[src/rtl/fbpa_pkg.sv]
// ----------------------------------------------------------------------------
// fbpa_pkg
// Shared types and constants for the fixed block pool allocator.
// ----------------------------------------------------------------------------
package fbpa_pkg;

    localparam int NUM_BLOCKS = 4096;
    localparam int IDX_W      = 12;
    localparam int CNT_W      = 13;
    localparam int LINK_DEPTH = 2 ** IDX_W;
    localparam int POOL_SIZE  = (NUM_BLOCKS > LINK_DEPTH) ? LINK_DEPTH : NUM_BLOCKS;

    localparam logic [CNT_W-1:0] POOL_LIMIT     = CNT_W'(POOL_SIZE);
    localparam logic [CNT_W:0]   POOL_LIMIT_EXT = (CNT_W + 1)'(POOL_SIZE);

    localparam logic OP_ALLOC = 1'b0;
    localparam logic OP_FREE  = 1'b1;

    localparam logic [1:0] STATUS_OK    = 2'd0;
    localparam logic [1:0] STATUS_OOM   = 2'd1;
    localparam logic [1:0] STATUS_RANGE = 2'd2;

    typedef struct packed {
        logic             opcode;
        logic [IDX_W-1:0] block_index;
        logic [CNT_W-1:0] block_count;
    } req_t;

    typedef struct packed {
        logic [1:0]       status;
        logic [IDX_W-1:0] granted_index;
    } rsp_t;

    typedef enum logic [1:0] {
        ST_IDLE,
        ST_READ,
        ST_FREE,
        ST_RESP
    } state_t;

endpackage

[src/rtl/fbpa_ctrl.sv]
// ----------------------------------------------------------------------------
// fbpa_ctrl
// Free list sequencer: head, frontier, run pushes and the output register.
// ----------------------------------------------------------------------------
module fbpa_ctrl (
    input  logic                        clk,
    input  logic                        rst_n,
    input  logic                        in_valid,
    output logic                        in_ready,
    input  fbpa_pkg::req_t              in_data,
    output logic                        out_valid,
    input  logic                        out_ready,
    output fbpa_pkg::rsp_t              out_data,
    output logic                        wr_en,
    output logic [fbpa_pkg::IDX_W-1:0]  wr_addr,
    output logic [fbpa_pkg::IDX_W-1:0]  wr_data,
    output logic                        rd_en,
    output logic [fbpa_pkg::IDX_W-1:0]  rd_addr,
    input  logic [fbpa_pkg::IDX_W-1:0]  rd_data
);

    fbpa_pkg::state_t                state_reg, state_next;
    logic [fbpa_pkg::IDX_W-1:0]      head_reg, head_next;
    logic                            empty_reg, empty_next;
    logic [fbpa_pkg::CNT_W-1:0]      frontier_reg, frontier_next;
    logic [fbpa_pkg::IDX_W-1:0]      cur_reg, cur_next;
    logic [fbpa_pkg::CNT_W-1:0]      rem_reg, rem_next;
    fbpa_pkg::rsp_t                  pend_reg, pend_next;
    logic                            out_valid_reg, out_valid_next;
    fbpa_pkg::rsp_t                  out_reg, out_next;
    logic                            slot_free;
    logic [fbpa_pkg::CNT_W:0]        run_end;

    assign slot_free = !out_valid_reg || out_ready;
    assign run_end   = {2'b00, in_data.block_index} + {1'b0, in_data.block_count};

    always_comb
    begin
        state_next     = state_reg;
        head_next      = head_reg;
        empty_next     = empty_reg;
        frontier_next  = frontier_reg;
        cur_next       = cur_reg;
        rem_next       = rem_reg;
        pend_next      = pend_reg;
        out_valid_next = out_valid_reg && !out_ready;
        out_next       = out_reg;
        in_ready       = 1'b0;
        rd_en          = 1'b0;
        rd_addr        = head_reg;
        wr_en          = 1'b0;
        wr_addr        = cur_reg;
        wr_data        = empty_reg ? cur_reg : head_reg;

        case (state_reg)
            fbpa_pkg::ST_IDLE:
            begin
                in_ready = 1'b1;
                if (in_valid)
                begin
                    if (in_data.opcode == fbpa_pkg::OP_ALLOC)
                    begin
                        if (!empty_reg)
                        begin
                            rd_en      = 1'b1;
                            state_next = fbpa_pkg::ST_READ;
                        end
                        else if (frontier_reg < fbpa_pkg::POOL_LIMIT)
                        begin
                            pend_next.status        = fbpa_pkg::STATUS_OK;
                            pend_next.granted_index = frontier_reg[fbpa_pkg::IDX_W-1:0];
                            frontier_next           = frontier_reg + 1'b1;
                            state_next              = fbpa_pkg::ST_RESP;
                        end
                        else
                        begin
                            pend_next.status        = fbpa_pkg::STATUS_OOM;
                            pend_next.granted_index = '0;
                            state_next              = fbpa_pkg::ST_RESP;
                        end
                    end
                    else if (run_end > fbpa_pkg::POOL_LIMIT_EXT)
                    begin
                        pend_next.status        = fbpa_pkg::STATUS_RANGE;
                        pend_next.granted_index = '0;
                        state_next              = fbpa_pkg::ST_RESP;
                    end
                    else if (in_data.block_count == '0)
                    begin
                        pend_next.status        = fbpa_pkg::STATUS_OK;
                        pend_next.granted_index = '0;
                        state_next              = fbpa_pkg::ST_RESP;
                    end
                    else
                    begin
                        cur_next   = in_data.block_index;
                        rem_next   = in_data.block_count;
                        state_next = fbpa_pkg::ST_FREE;
                    end
                end
            end

            fbpa_pkg::ST_READ:
            begin
                if (slot_free)
                begin
                    out_valid_next         = 1'b1;
                    out_next.status        = fbpa_pkg::STATUS_OK;
                    out_next.granted_index = head_reg;
                    if (rd_data == head_reg)
                    begin
                        empty_next = 1'b1;
                    end
                    else
                    begin
                        head_next = rd_data;
                    end
                    state_next = fbpa_pkg::ST_IDLE;
                end
            end

            fbpa_pkg::ST_FREE:
            begin
                // push one block of the run per cycle
                wr_en      = 1'b1;
                head_next  = cur_reg;
                empty_next = 1'b0;
                cur_next   = cur_reg + 1'b1;
                rem_next   = rem_reg - 1'b1;
                if (rem_reg == fbpa_pkg::CNT_W'(1))
                begin
                    pend_next.status        = fbpa_pkg::STATUS_OK;
                    pend_next.granted_index = '0;
                    state_next              = fbpa_pkg::ST_RESP;
                end
            end

            fbpa_pkg::ST_RESP:
            begin
                if (slot_free)
                begin
                    out_valid_next = 1'b1;
                    out_next       = pend_reg;
                    state_next     = fbpa_pkg::ST_IDLE;
                end
            end

            default:
            begin
                state_next = fbpa_pkg::ST_IDLE;
            end
        endcase
    end

    always_ff @(posedge clk or negedge rst_n)
    begin
        if (!rst_n)
        begin
            state_reg     <= fbpa_pkg::ST_IDLE;
            head_reg      <= '0;
            empty_reg     <= 1'b1;
            frontier_reg  <= '0;
            out_valid_reg <= 1'b0;
        end
        else
        begin
            state_reg     <= state_next;
            head_reg      <= head_next;
            empty_reg     <= empty_next;
            frontier_reg  <= frontier_next;
            out_valid_reg <= out_valid_next;
        end
    end

    always_ff @(posedge clk)
    begin
        cur_reg  <= cur_next;
        rem_reg  <= rem_next;
        pend_reg <= pend_next;
        out_reg  <= out_next;
    end

    assign out_valid = out_valid_reg;
    assign out_data  = out_reg;

endmodule

[config.mk]
export PLATFORM = sky130hd
export DESIGN_NAME = fbpa_ctrl
export DESIGN_NICKNAME = d
export VERILOG_FILES = /design/src/rtl/fbpa_pkg.sv /design/src/rtl/fbpa_ctrl.sv
export SDC_FILE = /design/constraint.sdc
export NUM_CORES = 1
export LEC_CHECK = 0
export ABC_AREA = 1
export BUFFER_PORTS_ARGS = -buffer_cell sky130_fd_sc_hd__buf_2
export CAP_MARGIN = 20
export CORE_UTILIZATION = 30
export DETAILED_ROUTE_END_ITERATION = 10
export SLEW_MARGIN = 20
export SYNTH_ARGS = -nofsm -noshare
export SYNTH_HDL_FRONTEND = slang
export SYNTH_SLANG_ARGS = --single-unit
[constraint.sdc]
create_clock -name clk -period 5.2 [get_ports clk]
set_input_delay 1.56 -clock clk [delete_from_list [all_inputs] [get_ports clk]]
set_output_delay 1.56 -clock clk [all_outputs]
set_load 0.1 [all_outputs]
==> results of run 1 <==
==> worst paths after layout <==
path                            slack (ps)               end  cells past startpoint             start
worst max-delay path                  1160             rd_en                      5       in_data[25]
worst min-delay path                   470  frontier_reg[11]                      1  frontier_reg[11]
worst max register to register        2030       pend_reg[0]                      9      state_reg[1]
worst min register to register         470  frontier_reg[11]                      1  frontier_reg[11]
max in group asynchronous             3460   frontier_reg[7]                      1             rst_n
min in group asynchronous             1270       rd_addr[10]                      1             rst_n
==> layer usage <==
metal,up-vias,global-route usage
met5,-,0
met4,0,0.07687
met3,21,0.03614
met2,136,0.2613
met1,2036,0.2206
li1,2267,-
==> cells in the mapped netlist, types with 2 or more instances <==
| cell type | number |
|---|---|
| sky130_fd_sc_hd__edfxtp_1 | 53 |
| sky130_fd_sc_hd__o211ai_1 | 6 |
| sky130_fd_sc_hd__inv_1 | 93 |
| sky130_fd_sc_hd__xor2_1 | 26 |
| sky130_fd_sc_hd__nand4_1 | 7 |
| sky130_fd_sc_hd__xnor2_1 | 5 |
| sky130_fd_sc_hd__inv_2 | 2 |
| sky130_fd_sc_hd__and2_1 | 2 |
| sky130_fd_sc_hd__nor2_2 | 3 |
| sky130_fd_sc_hd__nor3_1 | 13 |
| sky130_fd_sc_hd__nor2_1 | 80 |
| sky130_fd_sc_hd__nand2_1 | 153 |
| sky130_fd_sc_hd__or2_2 | 2 |
| sky130_fd_sc_hd__o21ai_1 | 8 |
| sky130_fd_sc_hd__ha_1 | 16 |
| sky130_fd_sc_hd__clkbuf_1 | 9 |
| sky130_fd_sc_hd__dfrtp_1 | 28 |
| sky130_fd_sc_hd__nor4_1 | 6 |
| sky130_fd_sc_hd__o21ai_0 | 29 |
| sky130_fd_sc_hd__a21oi_1 | 21 |
| sky130_fd_sc_hd__buf_2 | 6 |
| sky130_fd_sc_hd__a31oi_1 | 14 |
| sky130_fd_sc_hd__nand3_1 | 34 |
| sky130_fd_sc_hd__o31ai_1 | 2 |
==> metrics by stage <==
stage,cells,worst slack (ps)
2_1_floorplan,634,413.2
3_5_place_dp,937,1019
5_1_grt,953,1074
4_1_cts,953,1172
6_report,953,1160
3_3_place_gp,937,1070
==> kinds of logic (layout without fill, tap and decap cells) <==
group,count (synthesis),after routing,share of synthesized area
DFF,82,82,0.4588
and+or+nand+nor,308,308,0.2647
adders and majority gates,17,17,0.04357
buffers and inverters,110,209,0.08319
xor gates and xnor gates,31,31,0.05373
AOI/OAI and AO/OA,86,86,0.09606
==> worst reg2reg max path, stage by stage, from the launching register on <==
cell	delay (ps)
sky130_fd_sc_hd__dfrtp_1	460
sky130_fd_sc_hd__inv_1	80
sky130_fd_sc_hd__nor2_2	560
sky130_fd_sc_hd__buf_4	340
sky130_fd_sc_hd__inv_2	350
sky130_fd_sc_hd__o21ai_0	370
sky130_fd_sc_hd__nand3_1	130
sky130_fd_sc_hd__inv_1	70
sky130_fd_sc_hd__nand2_1	50
sky130_fd_sc_hd__inv_1	410
==> cell type report <==
cell class | instances | area, sq um
clock buffers | 11 | 232.7
clock inverters | 5 | 31.28
well taps | 220 | 275.3
repair buffers | 98 | 498.0
fillers | 1743 | 10500
inverters | 95 | 356.6
multi-input cells | 442 | 2317
flip-flops and latches | 82 | 2318
==> results.txt, run 1 <==
In this run, post-CTS hold repair placed 0 buffers. The tree is rooted in a sky130_fd_sc_hd__clkbuf_16. The mean area per synthesized cell is 7.971 sq um. The path class of the lowest-slack min-delay path was flip-flop to flip-flop.

Dominant cell type by area after synthesis: sky130_fd_sc_hd__edfxtp_1. The slowest stage of the critical path belongs to the cell sky130_fd_sc_hd__buf_2. The data required time of the worst path came out at 3640 ps.

The global-route usage over all layers was 0.1670. The effective utilization at floorplan was 0.3058; the number of maximum-capacitance violations was 0. The region available for standard cell placement spans 16520 sq um. STA puts the critical path data arrival time at 2480 ps.

The checks that failed: DRC. The layout cell share with drive strength beyond 1 works out to 0.1746. In this run, synthesis inferred 53 flip-flops with an integrated enable.

After synthesis, the cell types taking the most area are sky130_fd_sc_hd__edfxtp_1 (31%), sky130_fd_sc_hd__dfrtp_1 (14%), sky130_fd_sc_hd__nand2_1 (11%). Wire segments on met3 add up to 778 um in the final route. Floorplan die area: 17370 sq um. The critical path goes through buf_2 -> inv_1 -> nand3_1 -> nor2_1 -> buf_2. At the pin with the least slew margin, the transition time is 848.2 ps.

Summing all placed instances gives a cell area of 5766 sq um. After clock tree synthesis, the clock-pin slew on the worst setup and hold paths is 60 ps. The worst setup path is of the input port to primary output kind.

The share of async-settable or async-resettable flops after synthesis was 0.3537; the number of antenna violations at the first check in global routing was 0. Setup violations remaining at the end of the flow were counted as 0. The H-tree was split into 3 levels. The number of nets in the layout is 787, and the weighted congestion reported at the end of routability-driven placement is 0.8721. After detailed routing, the number of vias per cell comes to 4.680. The dominant delay contributor by cell family on the critical path was buffers and inverters. The site row count came out at 47. The highest layer touched by signal routing is met4. The run gives 13940 um as the total length of routed wires. The first routing iteration left 279 violations.

The synthesized netlist cell count was 634. Antenna cell count: 0. The mapped netlist covers 5054 sq um. Type of destination of the critical path: a primary output. The run gives 4215 as the number of global-route vias before repair. Compared with the post-synthesis result, the final layout area differs by 19.31%. Pin placement for this block handled 96 I/O pins. The number of remaining DRC errors is 1, and the routed length per placed instance is 14.63 um. The synthesized design contains 82 register bits.

In the final routing, the length of wire on met1 measures 6566 um. The worst setup path is launched from an input port. The max-slew violation count was 0. Detailed placement finished with a half-perimeter wire length of 10820 um. The logs give 22280 um for the global-route wire length before repair and 40 for the count of cell types in the netlist. Summing all non-filler instances in the final layout gives an area of 6030 sq um. The core occupancy in the finished layout was 0.3649; the number of port buffers was 95. The highest cell delay on the worst timing path came out at 430 ps.

The top fanout value on the critical path was 4; the post-cts repair resize count was 0. Synthesis produced a netlist with a net count of 693. Clock skew on the completed layout was measured at 8.154 ps. The commonest non-fill, non-tap cell in the layout is sky130_fd_sc_hd__nand2_1.

The detail route stage leaves a number of antenna-violating nets equal to 0. The run gives 340 ps as the clock latency on the worst-skew pair. The library cells used most frequently in the layout, excluding fill and tap cells, are sky130_fd_sc_hd__nand2_1 (153), sky130_fd_sc_hd__buf_2 (95), sky130_fd_sc_hd__inv_1 (93).

The run gives 0.2475 GHz as the maximum achievable frequency. The most frequent cell on the critical path was sky130_fd_sc_hd__buf_2. Final critical-path share of the clock period: 0.7769. For this design, the sink count on the clock tree is 82. The tools report the routed length on met2 as 6219 um. Counting I/O delays and the setup requirement, the final critical path takes 4040 ps. For the post-CTS setup-driven buffer insertion count, the log shows 0.

The number of clock buffers added by TritonCTS is 9. Among all flip-flop cells after synthesis, the most frequent one is sky130_fd_sc_hd__edfxtp_1. The flow ran to the end, but the final reports show violations. TritonCTS built the clock tree.

The relative max-transition margin was 0.4337; the width of the die was 131.8 um. The maximum count of clock buffers along a single path was 2. The area share of the leading cell type in the synthesized netlist is 0.3149. Count of buffer and inverter cells on the critical path: 3. From bottom edge to top edge, the die measures 131.8 um. The routed layout has 4460 vias. During synthesis, Yosys emitted a total of 0 warnings. Entering global routing, the biggest net connects 54 pins. The count of final hold-check violations was 0; the sum of negative setup slack was 0 ps. The pre-antenna-repair detailed-routing pass consisted of 8 iterations. Hold is met by 466.4 ps. The logs give 0.4588 for the fraction of the yosys area taken by sequential cells and 0 for the total congestion overflow after global routing.

Setup repair after global routing left no endpoint under its margin.
Power of run 1 is not shown: default switching activity piles up to over one toggle a cycle in this logic, so the estimate is an artifact.
==> inputs of run 2 (changes only) <==
==> constraint.sdc (replaced) <==
create_clock -name clk -period 3.5 [get_ports clk]
set_input_delay 1.05 -clock clk [delete_from_list [all_inputs] [get_ports clk]]
set_output_delay 1.05 -clock clk [all_outputs]
set_load 0.1 [all_outputs]
==> run 2 against run 1 <==
The run still ends with DRC left. Critical endpoint is now wr_addr[6]. Via count barely moved. Global-route usage up 0.072 points. Cell count is 0.31% higher. Routed wire length rose by 0.86%. Cell area increased by 1.7%.
==> results.txt, run 2 (synthesis gave the netlist of run 1 again) <==
The fill cell instance count of the final layout is 1712 (-1.8%). The worst setup path is captured at a flip-flop. The core occupancy in the finished layout came out at 0.3711 (+0.006209). The number of routed nets with antenna violations is 0 (unchanged), and the detailed-router iteration count before antenna repair is 8 (unchanged). The run gives 0.4610 (+0.02730) as the relative max-transition margin. The effective utilization at floorplan was 0.3058 (unchanged); the number of maximum-capacitance violations was 0 (unchanged). The tools report the critical path arrival as 3170 ps (+690 ps). The core footprint was 16520 sq um (unchanged).

The maximum count of clock buffers along a single path was 2 (unchanged); the hold slack was 466.6 ps (+0.2070 ps). TritonCTS built the clock tree. The worst hold path terminates at frontier_reg[6]. The clock sink count came out at 82 (unchanged). The site row count came out at 47 (unchanged).

For the met1 demand-to-capacity share in global routing, the log shows 0.2280 (+0.007389). The post-CTS setup-driven buffer insertion count is 0 (unchanged). The min-delay analysis places its worst path in the category flip-flop to flip-flop. Leaving out fill and tap cells, the most frequent cells in the layout are sky130_fd_sc_hd__nand2_1 (153), sky130_fd_sc_hd__buf_2 (95), sky130_fd_sc_hd__inv_1 (93). The start point of the worst min-delay path was frontier_reg[6]. The number of cells on the worst hold path was 1 (unchanged). The endpoint of the most critical register-to-register path is pend_reg[5].

The tools report the total of endpoints with negative setup slack in the final report as 0 (unchanged). Routing layer with the top usage in global route: met2. The number of remaining DRC errors is 1 (unchanged), and the met2 usage in global routing is 0.2666 (+0.005291). The flow ran to the end, but the final reports show violations.

The width of the die was 131.8 um (unchanged); the weighted congestion reported at the end of routability-driven placement was 0.8294 (-4.9%). The top fanout value on the critical path works out to 25 (+21). Based on the critical path, the design can be clocked at up to 0.3189 GHz. The via density per instance is 4.661 (-0.40%), and the total congestion overflow after global routing is 0 (unchanged).

The final cell count without fillers is 956 (+0.31%). The pin count of the biggest net entering global routing is 30 (-44%), and the number of buffers inserted during clock tree synthesis is 9 (unchanged). The count of routing violations after the opening detailed-route iteration is 411 (+47%), and the max-slew violation count is 0 (unchanged). The final setup slack of the worst path is 364.2 ps (-796.0 ps). The count of final hold-check violations was 0 (unchanged); the register-to-register setup slack was 1240 ps (-790 ps). Setup repair after global routing left no endpoint under its margin.

The final critical-path share of the clock period was 0.8959; the antenna cell count was 0 (unchanged). The count of vias placed by the detailed router is 4456 (-0.090%). The run gives 790 (+0.38%) as the number of nets in the layout.

The run gives 0.1677 (+0.0007218) as the global-route usage over all layers. The logs give 0.03576 (-0.0003845) for the met3 global-route usage and 15.24 ps (-1003 ps) for the worst slack at placement. The final clock skew is 6.464 ps (-1.690 ps), and the clock transition at the register clock pins on the worst setup and hold paths after CTS is 60 ps (about the same). Layout cell share with drive strength beyond 1: 0.1957 (+0.02103). The vertical die dimension came out at 131.8 um (unchanged). The routed design could run at a clock period as short as 3136 ps.

Logic depth of the worst register-to-register path: 11 (+2). The clock latency on the worst-skew pair came out at 340 ps (about the same). The logs give 17370 sq um (unchanged) for the floorplan die area and 3540 ps (-100 ps) for the data required time of the worst path.

The logs give 14060 um (+0.86%) for the total length of routed wires and 3 (unchanged) for the count of H-tree levels built during CTS. For the area of combinational cells with multiple inputs, the log shows 2366 sq um (+2.1%). The post-detailed-placement half-perimeter wirelength was 10970 um (+1.4%). The routed length per placed instance is 14.71 um (+0.54%). The commonest non-fill, non-tap cell in the layout was sky130_fd_sc_hd__nand2_1. The slew of the pin with the lowest slew margin was 806.5 ps (-41.67 ps); the number of top-level design ports was 96 (unchanged). The global-route wire length before repair was 22490 um (+0.93%). The worst setup path is of the input port to flip-flop kind. The number of port buffers came out at 95 (unchanged). The tools report the startpoint of the worst-slack reg-to-reg timing path as rem_reg[9]. The final reports fail on DRC. Clock tree synthesis selected as its root buffer the cell sky130_fd_sc_hd__clkbuf_16. The growth of design area from synthesis to finish works out to 21.34%.

The number of global-route vias before repair is 4135 (-1.9%), and the total area of sequential cells is 2318 sq um (unchanged). The tools report the startpoint class of the critical path as an input port. The number of placed instances, taps included is 940 (+0.32%).

For the count of hold buffers inserted by post-cts repair, the log shows 0 (unchanged). The number of antenna violations at the first check in global routing was 0 (unchanged). The post-cts repair resize count came out at 0 (unchanged).
[run 2: final cells by class]
class / count / area share
tap: 220 / 0.04489
sequential: 82 / 0.3781
clock inverter: 6 / 0.006733
timing repair buffer: 101 / 0.08896
multi-input combinational: 442 / 0.3858
clock buffer: 10 / 0.03734
inverter: 95 / 0.05815
[run 2: worst max path at each step]
stage	startpoint	end	slack (ps)	cells after the start
after floorplan	rd_addr[0]	wr_data[0]	-30	2
after global placement	in_data[0]	rem_reg[1]	50	18
after global routing	in_data[0]	wr_addr[6]	120	18
after detailed placement	in_data[0]	rem_reg[5]	20	18
after CTS	in_data[0]	rem_reg[1]	370	18
final	in_data[0]	wr_addr[6]	360	18
[run 2: per-layer routing]
metal | wire length [um] | vias to the layer above
li1 | - | 2280
met5 | 0 | -
met3 | 762 | 20
met2 | 6392 | 127
met1 | 6669 | 2029
met4 | 238 | 0
[run 2: through the flow]
step	instance area (sq um)	setup TNS [ps]
floorplan	5105	-26.41
global placement	5862	0
detailed placement	5862	0
CTS	6132	0
finish	6132	0
global route	6132	0
[run 2: worst max-delay path: stages]
cell and delay, ps:
sky130_fd_sc_hd__buf_2 110, sky130_fd_sc_hd__ha_1 190, sky130_fd_sc_hd__inv_1 60, sky130_fd_sc_hd__fa_1 390, sky130_fd_sc_hd__inv_1 90, sky130_fd_sc_hd__nand2_1 50, sky130_fd_sc_hd__nand2_1 120, sky130_fd_sc_hd__nand3_1 110
sky130_fd_sc_hd__nand2_1 100, sky130_fd_sc_hd__nand2_1 70, sky130_fd_sc_hd__nand3_1 70, sky130_fd_sc_hd__nand2_1 70, sky130_fd_sc_hd__nor2_1 90, sky130_fd_sc_hd__nand3_1 100, sky130_fd_sc_hd__nand3_1 80, sky130_fd_sc_hd__nand3_1 110
sky130_fd_sc_hd__nor2_4 120, sky130_fd_sc_hd__buf_12 190
Power of run 2 is left out for the same reason.
==> inputs of run 3 (changes only) <==
--- a/config.mk
+++ b/config.mk
@@ -8,8 +8,9 @@
 export ABC_AREA = 1
 export BUFFER_PORTS_ARGS = -buffer_cell sky130_fd_sc_hd__buf_2
 export CAP_MARGIN = 20
-export CORE_UTILIZATION = 30
+export CORE_UTILIZATION = 50
 export DETAILED_ROUTE_END_ITERATION = 10
+export PLACE_DENSITY = 0.76
 export SLEW_MARGIN = 20
 export SYNTH_ARGS = -nofsm -noshare
 export SYNTH_HDL_FRONTEND = slang
==> run 3 against run 2 <==
Die area shrank 39%. Cell area shrank 3.0%. Global-route usage grew 9.4 points. Sequential share of layout area grew 1.2 points. Setup slack gained 36 ps. Critical path type unchanged. Cell count shrank 9.2%. Sequential cell count is the same. Non-clock buffer count shrank 1. The flow now finishes without violations.
==> results.txt, run 3 (synthesis gave the netlist of run 1 again) <==
The flow ran to the end, and the final reports show no timing, DRC or antenna violations. The run gives 789 (-0.13%) as the number of nets in the layout. The post-CTS setup-driven buffer insertion count is 0 (unchanged), and the fill cell instance count of the final layout is 876 (-49%).

The final critical-path share of the clock period was 0.8857 (-0.01024). The layout cell share with drive strength beyond 1 came out at 0.1959 (+0.0002662). The area growth from synthesis to layout is 17.65%. For this design, the slowest cell found on the critical path is sky130_fd_sc_hd__fa_1. The antenna cell count is 0 (unchanged). The run gives 30 (unchanged) as the pin count of the biggest net entering global routing.

Via density per instance: 5.321 (+14%). The type of destination of the critical path is a flip-flop. The top cell types in the final layout, fill and taps aside, are sky130_fd_sc_hd__nand2_1 (153), sky130_fd_sc_hd__buf_2 (95), sky130_fd_sc_hd__inv_1 (93). The relative max-transition margin is 0.4316 (-0.02945), and the number of global-route vias before repair is 4329 (+4.7%).

The dominant delay contributor by cell family on the critical path is simple AND/OR/NAND/NOR gates. Number of buffers inserted during clock tree synthesis: 9 (unchanged). Width of the die: 102.5 um (-22%). The worst setup path is launched from an input port. The global-route usage over all layers is 0.2613 (+0.09364), and the detailed-router iteration count before antenna repair is 5 (-3). The top fanout value on the critical path came out at 25 (unchanged). The core footprint is 9774 sq um (-41%), and the clock transition at the register clock pins on the worst setup and hold paths after CTS is 100 ps (+40 ps). The tools report the floorplan die area as 10510 sq um (-39%). For the weighted congestion reported at the end of routability-driven placement, the log shows 0.8981 (+8.3%). The max-slew violation count is 0 (unchanged), and the number of antenna violations at the first check in global routing is 0 (unchanged).

For the number of routed nets with antenna violations, the log shows 0 (unchanged). The number of maximum-capacitance violations came out at 0 (unchanged). The count of vias placed by the detailed router was 4619 (+3.7%). Global-route wire length before repair: 20620 um (-8.3%).

The highest cell delay on the worst timing path was 410 ps (+20 ps); the vertical die dimension was 102.5 um (-22%). The signal on the critical path passes through buf_2 -> ha_1 -> inv_1 -> fa_1 -> inv_1 -> nand2_1 -> nand2_1 -> nand3_1 -> nand2_1 -> nand2_1 -> nand3_1 -> nand2_1 -> nor2_1 -> nand3_1 -> nand3_1 -> nand3_1 -> nor2_4 -> buf_12. The final clock skew is 6.778 ps (+0.3138 ps), and the met2 usage in global routing is 0.4282 (+0.1616). The tools report the total of endpoints with negative setup slack in the final report as 0 (unchanged). The slew of the pin with the lowest slew margin was 850.5 ps (+44.07 ps); the effective utilization at floorplan was 0.5170 (+0.2112). Clock sink count: 82 (unchanged). Data required time of the worst path: 3570 ps (+30 ps). The number of port buffers is 95 (unchanged), and the count of hold buffers inserted by post-cts repair is 0 (unchanged). The site row count is 36 (-23%). TritonCTS built the clock tree.

The count of H-tree levels built during CTS was 3 (unchanged). Clock tree synthesis selected as its root buffer the cell sky130_fd_sc_hd__clkbuf_8. The critical path in this run is classified as input port to flip-flop.

For the total congestion overflow after global routing, the log shows 0 (unchanged). The min-delay analysis places its worst path in the category flip-flop to flip-flop. The met3 global-route usage is 0.04475 (+0.008990), and the clock latency on the worst-skew pair is 360 ps (+20 ps). The commonest non-fill, non-tap cell in the layout is sky130_fd_sc_hd__nand2_1. The time the worst path needs with I/O delays and setup was 3100 ps (-35.85 ps). Routed length per placed instance: 15.33 um (+4.2%). The run gives 96 (unchanged) as the number of top-level design ports. Count of routing violations after the opening detailed-route iteration: 364 (-11%). Maximum achievable frequency: 0.3226 GHz (+1.2%).

The tools report the met1 demand-to-capacity share in global routing as 0.3538 (+0.1258). The run gives 13300 um (-5.4%) as the total length of routed wires. The logs give 3170 ps (about the same) for the critical path arrival and 0 (unchanged) for the post-cts repair resize count. The run gives 10400 um (-5.2%) as the post-detailed-placement half-perimeter wirelength.

The run gives 0 (-1) as the number of remaining DRC errors. The maximum count of clock buffers along a single path is 2 (unchanged), and the sum of negative setup slack is 0 ps (unchanged). For the count of final hold-check violations, the log shows 0 (unchanged).

The routing layer with the top usage in global route was met2. Setup repair after global routing left no endpoint under its margin. The count of buffer and inverter cells on the critical path works out to 4 (unchanged).
[run 3: cell types whose count changed in the layout (fill, tap and decap cells not counted), sizes merged]
cell and delta:
inv +3, buf -1, clkbuf -1, clkinv -1, clkinvlp -1
[run 3: final cells by class]
cell class	instances	area, sq um	area share
inverters	95	356.6	0.05997
well taps	133	166.4	0.02799
clock buffers	9	123.9	0.02083
flip-flops and latches	82	2318	0.3899
clock inverters	7	76.32	0.01284
multi-input cells	442	2366	0.3979
repair buffers	100	538.0	0.09049
[run 3: stage by stage]
| step | worst slack [ps] | util | instance area [sq um] | hold WS, ps | instances |
|---|---|---|---|---|---|
| global route | 154.9 | 0.6083 | 5946 | 497.4 | 868 |
| detailed placement | 17.73 | 0.5878 | 5746 | 463.5 | 852 |
| finish | 400.1 | 0.6083 | 5946 | 475.2 | 868 |
| CTS | 384.7 | 0.6083 | 5946 | 480.2 | 868 |
| global placement | 60.63 | 0.5878 | 5746 | 454.4 | 852 |
| floorplan | -26.41 | - | 5105 | 441.6 | 634 |
[run 3: path summary, 6_finish.rpt]
check	from	end	slack (ps)	cells past startpoint
max	in_data[0]	rem_reg[5]	400	18
min	frontier_reg[11]	frontier_reg[11]	480	1
max reg2reg	state_reg[1]	pend_reg[2]	1060	10
min reg2reg	frontier_reg[11]	frontier_reg[11]	480	1
max in group asynchronous	rst_n	frontier_reg[3]	2320	1
min in group asynchronous	rst_n	rd_addr[6]	720	1
[run 3: per-layer routing]
metal | up-vias | part of all wire
met5 | - | 0
met4 | 0 | 0.018
met3 | 18 | 0.068
met2 | 172 | 0.48
met1 | 2155 | 0.43
li1 | 2274 | -
[run 3: worst register-to-register path, stage by stage, from the launching register on]
cell and delay, ps:
sky130_fd_sc_hd__dfrtp_1 480, sky130_fd_sc_hd__inv_1 80, sky130_fd_sc_hd__nor2_2 150, sky130_fd_sc_hd__buf_4 350, sky130_fd_sc_hd__inv_2 300, sky130_fd_sc_hd__o21ai_0 320, sky130_fd_sc_hd__nand3_1 140, sky130_fd_sc_hd__inv_1 70
sky130_fd_sc_hd__nand2_1 50, sky130_fd_sc_hd__inv_1 90, sky130_fd_sc_hd__buf_12 140
Power of run 3 is left out for the same reason.
